[src/clf_pkg.sv]
`timescale 1ns / 1ps
`default_nettype none

package clf_pkg;

    // Frame limits
    localparam int MAX_FRAME   = 64;
    localparam int STORE_DEPTH = 64;
    localparam int ADDR_W      = $clog2(STORE_DEPTH);
    localparam int COUNT_W     = 7;
    localparam int BYTE_W      = 8;

    // Characters and arithmetic constants
    localparam logic [7:0] CHAR_NEWLINE  = 8'd10;
    localparam logic [7:0] CHAR_SEMI     = 8'd59;
    localparam logic [7:0] CHAR_ZERO     = 8'd48;
    localparam logic [7:0] CHAR_SPACE    = 8'd32;
    localparam logic [7:0] CHAR_MAXVIS   = 8'd127;
    localparam logic [7:0] CHECK_MOD     = 8'd99;
    localparam logic [7:0] CONFIRM_RESET = 8'd33;

    // Output byte source select
    localparam logic [2:0] OSEL_TL   = 3'd0;
    localparam logic [2:0] OSEL_SEMI = 3'd1;
    localparam logic [2:0] OSEL_TENS = 3'd2;
    localparam logic [2:0] OSEL_ONES = 3'd3;
    localparam logic [2:0] OSEL_CONF = 3'd4;
    localparam logic [2:0] OSEL_PAY  = 3'd5;
    localparam logic [2:0] OSEL_NL   = 3'd6;

    // Controller to datapath commands
    typedef struct packed {
        logic       in_take;
        logic       calc_check;
        logic       calc_digits;
        logic       load_out;
        logic [2:0] out_sel;
        logic       out_last;
        logic       idx_inc;
        logic       clr_msg;
    } t_clf_cmd;

    // Datapath to controller status
    typedef struct packed {
        logic too_long;
        logic add_nl;
        logic conf_zero;
        logic idx_at_end;
        logic out_free;
    } t_clf_stat;

endpackage

`default_nettype wire

[src/checksummed_line_framer.sv]
// After the last byte is taken, S_CHECK computes the check value and S_DIGIT its digits.
// Bytes are taken one per cycle; up to four prefix items go out one per cycle while the
// output is free, and each payload byte passes a store read, then the output register.
// No new byte is taken until the last item of a frame is loaded.
// Reset is synchronous, active low: clears counts, flags and output valid, confirm to 33.
`timescale 1ns / 1ps
`default_nettype none

module checksummed_line_framer
    import clf_pkg::*;
(
    input  wire logic        i_clk,
    input  wire logic        i_rst_n,
    // Payload in
    input  wire logic        s_axis_tvalid,
    output logic             s_axis_tready,
    input  wire logic [7:0]  s_axis_tdata,   // [7:0] payload_byte
    input  wire logic        s_axis_tlast,   // payload_last
    // Frame out
    output logic             m_axis_tvalid,
    input  wire logic        m_axis_tready,
    output logic [7:0]       m_axis_tdata,   // [7:0] frame_byte
    output logic             m_axis_tlast,   // frame_last
    output logic             m_axis_tuser,   // [0] too_long
    // Register port
    input  wire logic        psel,
    input  wire logic        penable,
    input  wire logic        pwrite,
    input  wire logic [2:0]  paddr,
    input  wire logic [31:0] pwdata,
    output logic [31:0]      prdata,
    output logic             pready
);

    localparam logic [2:0] ADDR_CONFIRM = 3'd0;

    logic [7:0] r_confirm;
    t_clf_cmd   cmd;
    t_clf_stat  stat;

    // Confirm character register
    always_ff @(posedge i_clk) begin
        if (!i_rst_n) begin
            r_confirm <= CONFIRM_RESET;
        end else if (psel && penable && pwrite && paddr == ADDR_CONFIRM) begin
            r_confirm <= pwdata[7:0];
        end
    end

    assign pready = 1'b1;
    assign prdata = (paddr == ADDR_CONFIRM) ? {24'd0, r_confirm} : 32'd0;

    clf_ctrl u_ctrl (
        .i_clk      (i_clk),
        .i_rst_n    (i_rst_n),
        .i_in_valid (s_axis_tvalid),
        .i_in_last  (s_axis_tlast),
        .o_in_ready (s_axis_tready),
        .i_stat     (stat),
        .o_cmd      (cmd)
    );

    clf_datapath u_datapath (
        .i_clk       (i_clk),
        .i_rst_n     (i_rst_n),
        .i_cmd       (cmd),
        .o_stat      (stat),
        .i_in_byte   (s_axis_tdata),
        .i_confirm   (r_confirm),
        .i_out_ready (m_axis_tready),
        .o_out_valid (m_axis_tvalid),
        .o_out_byte  (m_axis_tdata),
        .o_out_last  (m_axis_tlast),
        .o_out_tl    (m_axis_tuser)
    );

`ifndef SYNTHESIS
    // A rejected message is a single zero item that closes the message
    a_tl_last: assert property (@(posedge i_clk) disable iff (!i_rst_n)
        (m_axis_tvalid && m_axis_tuser) |-> (m_axis_tlast && m_axis_tdata == 8'd0))
        else $error("too_long item is not a closing zero byte");

    // The byte that ends a message stops intake for the frame build
    a_stop_intake: assert property (@(posedge i_clk) disable iff (!i_rst_n)
        (s_axis_tvalid && s_axis_tready && s_axis_tlast) |=> !s_axis_tready)
        else $error("intake still open after end of message");

    // No frame item goes out while bytes are being collected from an idle output
    a_no_spurious: assert property (@(posedge i_clk) disable iff (!i_rst_n)
        (s_axis_tready && !m_axis_tvalid) |=> (!m_axis_tvalid || !$past(s_axis_tready)
            || $past(s_axis_tvalid && s_axis_tlast)) || !s_axis_tready)
        else $error("frame item appeared during collection");
`endif

endmodule

`default_nettype wire

[src/clf_datapath.sv]
`timescale 1ns / 1ps
`default_nettype none

module clf_datapath
    import clf_pkg::*;
(
    input  wire logic              i_clk,
    input  wire logic              i_rst_n,
    input  wire t_clf_cmd          i_cmd,
    output t_clf_stat              o_stat,
    input  wire logic [BYTE_W-1:0] i_in_byte,
    input  wire logic [BYTE_W-1:0] i_confirm,
    input  wire logic              i_out_ready,
    output logic                   o_out_valid,
    output logic [BYTE_W-1:0]      o_out_byte,
    output logic                   o_out_last,
    output logic                   o_out_tl
);

    // Add a byte to a residue mod 99, counting printable ASCII only
    function automatic logic [6:0] mod_add(input logic [6:0] acc, input logic [7:0] b);
        logic [7:0] red;
        logic [7:0] t;
        red = (b >= CHECK_MOD) ? (b - CHECK_MOD) : b;
        if (!(b >= CHAR_SPACE && b <= CHAR_MAXVIS)) begin
            red = 8'd0;
        end
        t = {1'b0, acc} + red;
        if (t >= CHECK_MOD) begin
            t = t - CHECK_MOD;
        end
        return t[6:0];
    endfunction

    logic [BYTE_W-1:0]  r_store [STORE_DEPTH];
    logic [BYTE_W-1:0]  r_rdata;
    logic [COUNT_W-1:0] r_count;
    logic               r_ovf;
    logic [6:0]         r_psum;
    logic               r_stop;
    logic [BYTE_W-1:0]  r_last_byte;
    logic [ADDR_W-1:0]  r_idx;
    logic [6:0]         r_check;
    logic [3:0]         r_tens;
    logic [3:0]         r_ones;
    logic               r_too_long;
    logic               r_out_valid;
    logic [BYTE_W-1:0]  r_out_byte;
    logic               r_out_last;
    logic               r_out_tl;

    logic               store_ok;
    logic [7:0]         len_plus;
    logic [14:0]        tens_prod;
    logic [3:0]         tens_val;
    logic [6:0]         tens_x10;
    logic [BYTE_W-1:0]  out_byte_sel;
    logic [COUNT_W-1:0] count_m1;

    assign store_ok  = (r_count < COUNT_W'(MAX_FRAME));
    assign len_plus  = {1'b0, r_count} + 8'd5;
    assign count_m1  = r_count - COUNT_W'(1);
    // Divide by ten through a reciprocal, exact for values below 180
    assign tens_prod = {8'd0, r_check} * 15'd205;
    assign tens_val  = tens_prod[14:11];
    assign tens_x10  = {tens_val, 3'b000} + {2'b00, tens_val, 1'b0};

    // Payload store: write on accept, read the emit index every cycle
    always_ff @(posedge i_clk) begin
        if (i_cmd.in_take && store_ok) begin
            r_store[r_count[ADDR_W-1:0]] <= i_in_byte;
        end
        r_rdata <= r_store[r_idx];
    end

    // Message bookkeeping: count, overflow, running check residue
    always_ff @(posedge i_clk) begin
        if (!i_rst_n || i_cmd.clr_msg) begin
            r_count <= '0;
            r_ovf   <= 1'b0;
            r_psum  <= '0;
            r_stop  <= 1'b0;
            r_idx   <= '0;
        end else begin
            if (i_cmd.in_take) begin
                if (store_ok) begin
                    r_count     <= r_count + COUNT_W'(1);
                    r_last_byte <= i_in_byte;
                    if (!r_stop) begin
                        r_psum <= mod_add(r_psum, i_in_byte);
                        if (i_in_byte == CHAR_NEWLINE) begin
                            r_stop <= 1'b1;
                        end
                    end
                end else begin
                    r_ovf <= 1'b1;
                end
            end
            if (i_cmd.idx_inc) begin
                r_idx <= r_idx + ADDR_W'(1);
            end
        end
    end

    // Check value and its two decimal digits
    always_ff @(posedge i_clk) begin
        if (i_cmd.calc_check) begin
            r_too_long <= r_ovf || (len_plus >= 8'(MAX_FRAME));
            if (i_confirm == 8'd0 || i_confirm == CHAR_NEWLINE) begin
                r_check <= 7'd1;
            end else begin
                r_check <= mod_add(r_psum, i_confirm) + 7'd1;
            end
        end
        if (i_cmd.calc_digits) begin
            r_tens <= tens_val;
            r_ones <= 4'(r_check - tens_x10);
        end
    end

    // Pick the frame byte to send
    always_comb begin
        case (i_cmd.out_sel)
            OSEL_TL:   out_byte_sel = 8'd0;
            OSEL_SEMI: out_byte_sel = CHAR_SEMI;
            OSEL_TENS: out_byte_sel = CHAR_ZERO + {4'd0, r_tens};
            OSEL_ONES: out_byte_sel = CHAR_ZERO + {4'd0, r_ones};
            OSEL_CONF: out_byte_sel = i_confirm;
            OSEL_PAY:  out_byte_sel = r_rdata;
            OSEL_NL:   out_byte_sel = CHAR_NEWLINE;
            default:   out_byte_sel = 8'd0;
        endcase
    end

    // Output register: load a new item or drop the one taken
    always_ff @(posedge i_clk) begin
        if (!i_rst_n) begin
            r_out_valid <= 1'b0;
        end else if (i_cmd.load_out) begin
            r_out_valid <= 1'b1;
        end else if (i_out_ready) begin
            r_out_valid <= 1'b0;
        end
        if (i_cmd.load_out) begin
            r_out_byte <= out_byte_sel;
            r_out_last <= i_cmd.out_last;
            r_out_tl   <= (i_cmd.out_sel == OSEL_TL);
        end
    end

    assign o_stat.too_long   = r_too_long;
    assign o_stat.add_nl     = (r_last_byte != CHAR_NEWLINE);
    assign o_stat.conf_zero  = (i_confirm == 8'd0);
    assign o_stat.idx_at_end = ({1'b0, r_idx} == count_m1);
    assign o_stat.out_free   = !r_out_valid || i_out_ready;

    assign o_out_valid = r_out_valid;
    assign o_out_byte  = r_out_byte;
    assign o_out_last  = r_out_last;
    assign o_out_tl    = r_out_tl;

endmodule

`default_nettype wire

[src/clf_ctrl.sv]
`timescale 1ns / 1ps
`default_nettype none

module clf_ctrl
    import clf_pkg::*;
(
    input  wire logic      i_clk,
    input  wire logic      i_rst_n,
    input  wire logic      i_in_valid,
    input  wire logic      i_in_last,
    output logic           o_in_ready,
    input  wire t_clf_stat i_stat,
    output t_clf_cmd       o_cmd
);

    localparam logic [3:0] S_COLLECT = 4'd0;
    localparam logic [3:0] S_CHECK   = 4'd1;
    localparam logic [3:0] S_DIGIT   = 4'd2;
    localparam logic [3:0] S_TL      = 4'd3;
    localparam logic [3:0] S_SEMI    = 4'd4;
    localparam logic [3:0] S_TENS    = 4'd5;
    localparam logic [3:0] S_ONES    = 4'd6;
    localparam logic [3:0] S_CONF    = 4'd7;
    localparam logic [3:0] S_RD      = 4'd8;
    localparam logic [3:0] S_PAY     = 4'd9;
    localparam logic [3:0] S_NL      = 4'd10;

    logic [3:0] r_state;
    logic [3:0] n_state;
    logic       take;

    assign o_in_ready = (r_state == S_COLLECT);
    assign take       = o_in_ready && i_in_valid;

    // Next state and commands
    always_comb begin
        n_state = r_state;
        o_cmd   = '0;
        case (r_state)
            S_COLLECT: begin
                o_cmd.in_take = take;
                if (take && i_in_last) begin
                    n_state = S_CHECK;
                end
            end
            S_CHECK: begin
                o_cmd.calc_check = 1'b1;
                n_state          = S_DIGIT;
            end
            S_DIGIT: begin
                o_cmd.calc_digits = 1'b1;
                n_state           = i_stat.too_long ? S_TL : S_SEMI;
            end
            S_TL: begin
                o_cmd.out_sel  = OSEL_TL;
                o_cmd.out_last = 1'b1;
                if (i_stat.out_free) begin
                    o_cmd.load_out = 1'b1;
                    o_cmd.clr_msg  = 1'b1;
                    n_state        = S_COLLECT;
                end
            end
            S_SEMI: begin
                o_cmd.out_sel = OSEL_SEMI;
                if (i_stat.out_free) begin
                    o_cmd.load_out = 1'b1;
                    n_state        = S_TENS;
                end
            end
            S_TENS: begin
                o_cmd.out_sel = OSEL_TENS;
                if (i_stat.out_free) begin
                    o_cmd.load_out = 1'b1;
                    n_state        = S_ONES;
                end
            end
            S_ONES: begin
                // A zero confirm character ends the frame after the digits
                o_cmd.out_sel  = OSEL_ONES;
                o_cmd.out_last = i_stat.conf_zero;
                if (i_stat.out_free) begin
                    o_cmd.load_out = 1'b1;
                    if (i_stat.conf_zero) begin
                        o_cmd.clr_msg = 1'b1;
                        n_state       = S_COLLECT;
                    end else begin
                        n_state = S_CONF;
                    end
                end
            end
            S_CONF: begin
                o_cmd.out_sel = OSEL_CONF;
                if (i_stat.out_free) begin
                    o_cmd.load_out = 1'b1;
                    n_state        = S_RD;
                end
            end
            S_RD: begin
                // Store read data lands at the end of this cycle
                n_state = S_PAY;
            end
            S_PAY: begin
                o_cmd.out_sel  = OSEL_PAY;
                o_cmd.out_last = i_stat.idx_at_end && !i_stat.add_nl;
                if (i_stat.out_free) begin
                    o_cmd.load_out = 1'b1;
                    if (!i_stat.idx_at_end) begin
                        o_cmd.idx_inc = 1'b1;
                        n_state       = S_RD;
                    end else if (i_stat.add_nl) begin
                        n_state = S_NL;
                    end else begin
                        o_cmd.clr_msg = 1'b1;
                        n_state       = S_COLLECT;
                    end
                end
            end
            S_NL: begin
                o_cmd.out_sel  = OSEL_NL;
                o_cmd.out_last = 1'b1;
                if (i_stat.out_free) begin
                    o_cmd.load_out = 1'b1;
                    o_cmd.clr_msg  = 1'b1;
                    n_state        = S_COLLECT;
                end
            end
            default: begin
                n_state = S_COLLECT;
            end
        endcase
    end

    // State register
    always_ff @(posedge i_clk) begin
        if (!i_rst_n) begin
            r_state <= S_COLLECT;
        end else begin
            r_state <= n_state;
        end
    end

endmodule

`default_nettype wire

[config.mk]
export PLATFORM = sky130hd
export DESIGN_NAME = checksummed_line_framer
export DESIGN_NICKNAME = d
export VERILOG_FILES = /design/src/clf_pkg.sv /design/src/checksummed_line_framer.sv /design/src/clf_datapath.sv /design/src/clf_ctrl.sv
export SDC_FILE = /design/constraint.sdc
export NUM_CORES = 1
export LEC_CHECK = 0
export ABC_AREA = 1
export BUFFER_PORTS_ARGS = -buffer_cell sky130_fd_sc_hd__buf_2
export CORE_MARGIN = 5
export CORE_UTILIZATION = 45
export CTS_CLUSTER_SIZE = 28
export DETAILED_ROUTE_END_ITERATION = 7
export PLACE_DENSITY_LB_ADDON = 0.12
export SLEW_MARGIN = 20
export SYNTH_ARGS = -nofsm -noshare
export SYNTH_HDL_FRONTEND = slang
export SYNTH_SLANG_ARGS = --single-unit
export TNS_END_PERCENT = 5
[constraint.sdc]
create_clock -name i_clk -period 3.95 [get_ports i_clk]
set_input_delay 0.1975 -clock i_clk [delete_from_list [all_inputs] [get_ports i_clk]]
set_output_delay 0.1975 -clock i_clk [all_outputs]
set_load 0.05 [all_outputs]
Word-level counts from Yosys, hierarchy flattened
Memories as Yosys holds them, arrays and structs flattened. A register that Yosys moved wholly into a read port is not among the register bits.
Cells that the tools add are included.
Word-level totals
  memories: 1
  bits in writable memories: 512
  output and inout bits: 45
  input bits: 51
  flip-flop bits (word level): 69
  logic and storage cells: 148
Memory list
  u_datapath.r_store: depth 64, bits a word 8, read ports 1, clocked after memory_dff 1, write ports 1, RTL line clf_datapath.sv:35  | logic [BYTE_W-1:0] r_store [STORE_DEPTH];
Operators by class
  magnitude comparators: 10
  mux-type cells: 48
  $mul: 1
  add/subtract/negate cells: 15
  eq/ne operators: 27
  bitwise gates (word level): 3
  reduce and logical (&&, ||, !) cells: 27
Operator list (number)
  8-bit 2-to-1 mux: 11
  8-bit case mux with 6 select lines: 1
  8-bit by 7-bit >= comparator with 1-bit output (second input constant): 5
  4-bit case mux with 10 select lines: 1
  4-bit 2-to-1 mux: 9
  7-bit 2-to-1 mux: 4
  4-bit case mux with 7 select lines: 1
  7-bit by 8-bit adder with 8-bit output: 2
  4-bit by 3-bit equality test with 1-bit output (second input constant): 4
  8-bit by 4-bit equality test with 1-bit output (second input constant): 2
  8-bit by 6-bit >= comparator with 1-bit output (second input constant): 2
  8-bit by 7-bit <= comparator with 1-bit output (second input constant): 2
  1-bit 2-to-1 mux: 16
  8-bit by 7-bit subtractor with 8-bit output (second input constant): 2
  7-bit by 8-bit multiplier with 15-bit output (second input constant): 1
  6-bit by 4-bit adder with 7-bit output (first input constant): 2
  7-bit by 1-bit adder with 7-bit output (second input constant): 2
  7-bit subtractor (second input constant): 2
  4-bit equality test (second input constant): 3
  2-bit inequality test (second input constant): 6
  3-bit equality test (second input constant): 3
  1-bit logical AND: 9
  7-bit by 3-bit adder with 8-bit output (second input constant): 1
  4-bit by 2-bit equality test with 1-bit output (second input constant): 2
  25 further kinds: 38

Logic depth before layout (Yosys ltp)
  depth after elaboration: 11
  depth in mapped cells: 28
  mapped depth without buffers: 28

Cells and area by module
Synthesis repeated with hierarchy kept, for this count alone.
Second synthesis, totals
  cell total of the unflattened synthesis: 2350
  area total of the unflattened synthesis: 26509.2 um^2
By module, submodules not included
  clf_datapath: times used 1, cells an instance 2163, sequential area each 17016.3 um^2, area each 25370.6 um^2
  checksummed_line_framer: times used 1, cells an instance 98, sequential area each 160.2 um^2, area each 649.4 um^2
  clf_ctrl: times used 1, cells an instance 89, sequential area each 80.1 um^2, area each 489.2 um^2

Worst setup path after synthesis
Ideal clock, no wire load.
  path kind: reg2reg
  start point: register u_datapath.r_check[4]
  end point: register u_datapath.r_ones[3] (data pin)
  stages on the path, launching flop included: 22
  path buffers: 0
  period minus slack after synthesis: 4.212 ns
  required time: 3.697 ns
  setup slack: -0.262 ns
  setup time: 0.253 ns
  arrival time: 3.959 ns
  cells stage by stage: edfxtp_1 ha_1 inv_1 fa_1 inv_1 ha_1 fa_1 ha_1 nand2_1 nor2_1 o21ai_0 inv_1 nor2_1 o21ai_0 a21oi_1 xor2_1 inv_1 ha_1 xor2_1 or2_2 nand3b_1 nand2_1
On the way
  word-level cells in the longest chain between the ends: 3
RTL lines
  start: declaration: RTL line clf_datapath.sv:43  | logic [6:0] r_check;
  start signal: assignment: RTL line clf_datapath.sv:112  | r_check <= mod_add(r_psum, i_confirm) + 7'd1;
  7-bit by 8-bit multiplier with 15-bit output: RTL line clf_datapath.sv:64  | assign tens_prod = {8'd0, r_check} * 15'd205;
  via u_datapath.tens_prod[12]: RTL line clf_datapath.sv:54  | logic [14:0] tens_prod;
  4-bit adder: RTL line clf_datapath.sv:66  | assign tens_x10 = {tens_val, 3'b000} + {2'b00, tens_val, 1'b0};
  4-bit subtractor: RTL line clf_datapath.sv:117  | r_ones <= 4'(r_check - tens_x10);
  end signal: assignment: RTL line clf_datapath.sv:117
  end: declaration: RTL line clf_datapath.sv:45  | logic [3:0] r_ones;
The timed path passes the listed nets, and every way through them passes these cells.
A chain may end at the register's enable or synchronous reset.

Worst setup path after layout
  start point: register u_datapath.r_check[5]
  end point: register u_datapath.r_ones[3] (data pin)
The elaborated chain is that of the path after synthesis.

==> metrics.txt <==
status finished with violations; failing checks negative setup slack; Power Density slightly above 600 nW/um2; IO buf count 46; CTS Root Cell clkbuf_16; Detailed Route Iter0 Violations 1376; clk_lat worst skew ~0.61 ns; Syn Area/Cell 11.4 um2; # rows just under 90; Core ar. roughly 58000 um2; Die Ht 251 um; ANT nets after route 0; static leakage 10.9 nW; Vias 17900; power share of the clock group roughly 33%; Synth Cell Area between 20000 and 30000 um2; Net Switching approximately 0.0055 W; final RePlAce weighted congestion just under 0.9; worst vdd rail ir drop roughly 0.00042 V; ratio of final minimum period to clock period 103%; synth top area cells edfxtp_1 63%, nor2_1 5.7%, o21ai_0 5.3%, dfxtp_1 3.3%, nand2_1 3.1%; minimum clock period 4.09 ns; Area Growth Syn to Fin 15.6%; WS Path Type register to register; die width 251 um; Post-DP HPWL 43.3 mm; Mapped Cells 2286; worst-case clock buffer depth 3; Final Instance Area between 30000 and 40000 um2; Final TNS setup -0.136 ns; setup slack after layout -0.136 ns; clock buffer count from CTS 66; flops & latches, synth 589; CTS sink cnt 589; Vias/cell roughly 5.5; CP cell instances ha_1 -> inv_1 -> fa_1 -> inv_2 -> ha_4 -> fa_1 -> ha_4 -> nand2_1 -> nor2_1 -> o21ai_1 -> inv_1 -> nor2_2 -> o21ai_2 -> a21oi_2 -> xor2_1 -> inv_1 -> ha_4 -> xor2_2 -> or2_4 -> nand3b_1 -> nand2_1; die area between 60000 and 70000 um2; internal power between 0.01 and 0.015 W; grt met3 use under 10%; crit path capture type register; Startpoint Class register; WL final slightly above 70 mm; CTS tree yes; Worst Path Max Fanout 3; gr usage total approximately 22%; largest net degree at the start of global routing between 100 and 150; Synth area leader edfxtp_1; DRC errors left 0; WL per Instance 21.7 um; Hold Path Class input pin to register; Switching Fraction between 20% and 30%; Buf/Inv on CP 4; register area share after synthesis about two thirds; CP max stage delay between 0.5 and 0.6 ns; global routing's busiest layer met2; Ys Warns 0; GR Overflow Total 0; GR Util met1 a little under a third; sequential power share between 30% and 40%; clock-pin slew on the worst setup and hold paths about 0.060 ns; Starting Density about 45%; max-slew violations 0; vias in the first global route about 17000; Max Cap Viol 0; Final nets 2558; CP required 4.30 ns; Synth cell types between 50 and 60; CP arrival roughly 4.4 ns; headroom to the max-slew limit around a third; Comb pwr share 27.4%; CTS H-tree depth 3; layout cell share with drive strength beyond 1 about an eighth; Final Setup Violations 1; area share of the largest cell type after synthesis between 60% and 70%; global routing met2 resource utilization about 36%; Fin. Hold Viols 0; Placed Area 27800 um2; DR pass1 iterations 5; CP top delay family adder cells; CP max-delay cell fa_1; unrepaired setup endpoints after global routing true; first-pass GRT wire length between 100 and 150 mm; worst slew pin tran roughly 1.0 ns; I/O pin count 96; initial antenna violation count 3; Layout Skew approximately 0.017 ns; Max Freq 0.245 GHz
-- cell usage in the layout, fill, tap and decap left out, types with 8 or more instances in the layout --
cell / n
a21oi_1: 62
buf_2: 46
buf_4: 126
clkbuf_1: 17
clkbuf_16: 69
clkinv_1: 9
clkinv_2: 10
conb_1: 25
dfxtp_1: 40
dlygate4sd3_1: 20
edfxtp_1: 546
fa_1: 10
ha_1: 61
inv_1: 126
inv_2: 8
nand2_1: 213
nand2_2: 14
nand3_1: 85
nand4_1: 41
nor2_1: 391
nor2_2: 13
nor3_1: 13
o211ai_1: 18
o21ai_0: 276
o21ai_1: 10
o221ai_1: 54
o22ai_1: 74
xnor2_1: 11
xor2_1: 19
-- registers in the layout, indices dropped and copies added, names as in the netlist, 4 cells and up --
register	cells
u_datapath.r_rdata	8
u_datapath.r_ones	4
u_datapath.r_tens	4
u_datapath.r_check	7
u_datapath.r_psum	7
u_datapath.r_idx	6
u_datapath.o_out_byte	8
u_ctrl.r_state	4
u_datapath.r_count	7
u_datapath.r_last_byte	8
r_confirm	8
u_datapath.r_store	512
-- through the flow --
stage	setup slack, ns	instances	hold WS, ns	utilization, %	total power [W]
floorplan	0.0130	2309	0.296	-	0.0108
global placement	-0.201	3107	0.427	48.2	0.0122
detailed placement	-0.185	3107	0.431	48.2	0.0122
CTS	-0.170	3243	0.0223	52.3	0.0185
global route	-0.353	3245	0.0773	52.4	0.0196
finish	-0.136	3245	0.0609	52.4	0.0185
-- cells in the mapped netlist, drive strengths merged --
master	number
or2	4
a21oi	64
nand3b	3
a31o	1
o21a	1
o211ai	18
xor2	22
a31oi	4
o311ai	1
a21boi	1
conb	2
nand2	230
a22o	1
nand3	88
clkbuf	86
nor4b	1
nor3b	1
clkinv	2
buf	55
fa	10
nor3	15
inv	137
o21ai	287
nor4	2
dfxtp	43
o2111ai	5
o221ai	54
xnor2	11
o22ai	74
ha	64
a211oi	3
nor2	406
a311oi	2
a2111oi	1
nand4	41
edfxtp	546
-- timing repair --
item                                    CTS  global route
endpoints found under the hold margin    32             0
hold buffers                             20             0
resized for setup                         3             9
pin swaps                                 2             5
setup buffers                             2             1
endpoints found under the setup margin    2             5
-- worst min-delay path, cell delays in order --
cell	delay, ns
buf_2	0.11
inv_1	0.06
nor2_2	0.07
a21oi_1	0.12
nor2_1	0.05
-- cell families after synthesis --
logic type,Yosys count,synth area share [%]
buffers and inverters,280,4.58
AOI/OAI and AO/OA,517,11.4
and+or+nand+nor,791,12.9
adders and majority gates,74,3.83
DFF,589,66.1
other,2,0.0288
xor gates and xnor gates,33,1.16
-- routing by layer --
layer | wire length [um] | vias up
li1 | - | 8488
met1 | 30400 | 8726
met2 | 33700 | 615
met3 | 4680 | 110
met4 | 1790 | 4
met5 | 27 | -
-- power by group through the flow --
stage	Combinational [W]	Sequential, W	Clock [W]
after floorplan	0.00327	0.00750	0
after global placement	0.00467	0.00750	0
after detailed placement	0.00473	0.00751	0
after CTS	0.00493	0.00738	0.00618
after global routing	0.00580	0.00739	0.00641
final	0.00508	0.00737	0.00606
-- worst paths after layout --
check	to	cells past startpoint	from	slack, ns
worst min register to register	u_ctrl.r_state[2]	2	u_ctrl.r_state[2]	0.51
worst max register to register	u_datapath.r_ones[3]	21	u_datapath.r_check[5]	-0.14
worst max-delay path	u_datapath.r_ones[3]	21	u_datapath.r_check[5]	-0.14
worst min-delay path	u_datapath.r_ovf	5	s_axis_tvalid	0.06
-- cell type report --
| type | instances | area [um2] |
|---|---|---|
| Sequential cell | 589 | 17300 |
| Fill cell | 4976 | 27400 |
| Clock inverter | 26 | 309 |
| Timing Repair Buffer | 197 | 1480 |
| Multi-Input combinational cell | 1440 | 7820 |
| Inverter | 139 | 531 |
| Tap cell | 765 | 957 |
| Antenna cell | 1 | 2.50 |
| Clock buffer | 88 | 1820 |
Power figures use the tool's default switching activity.
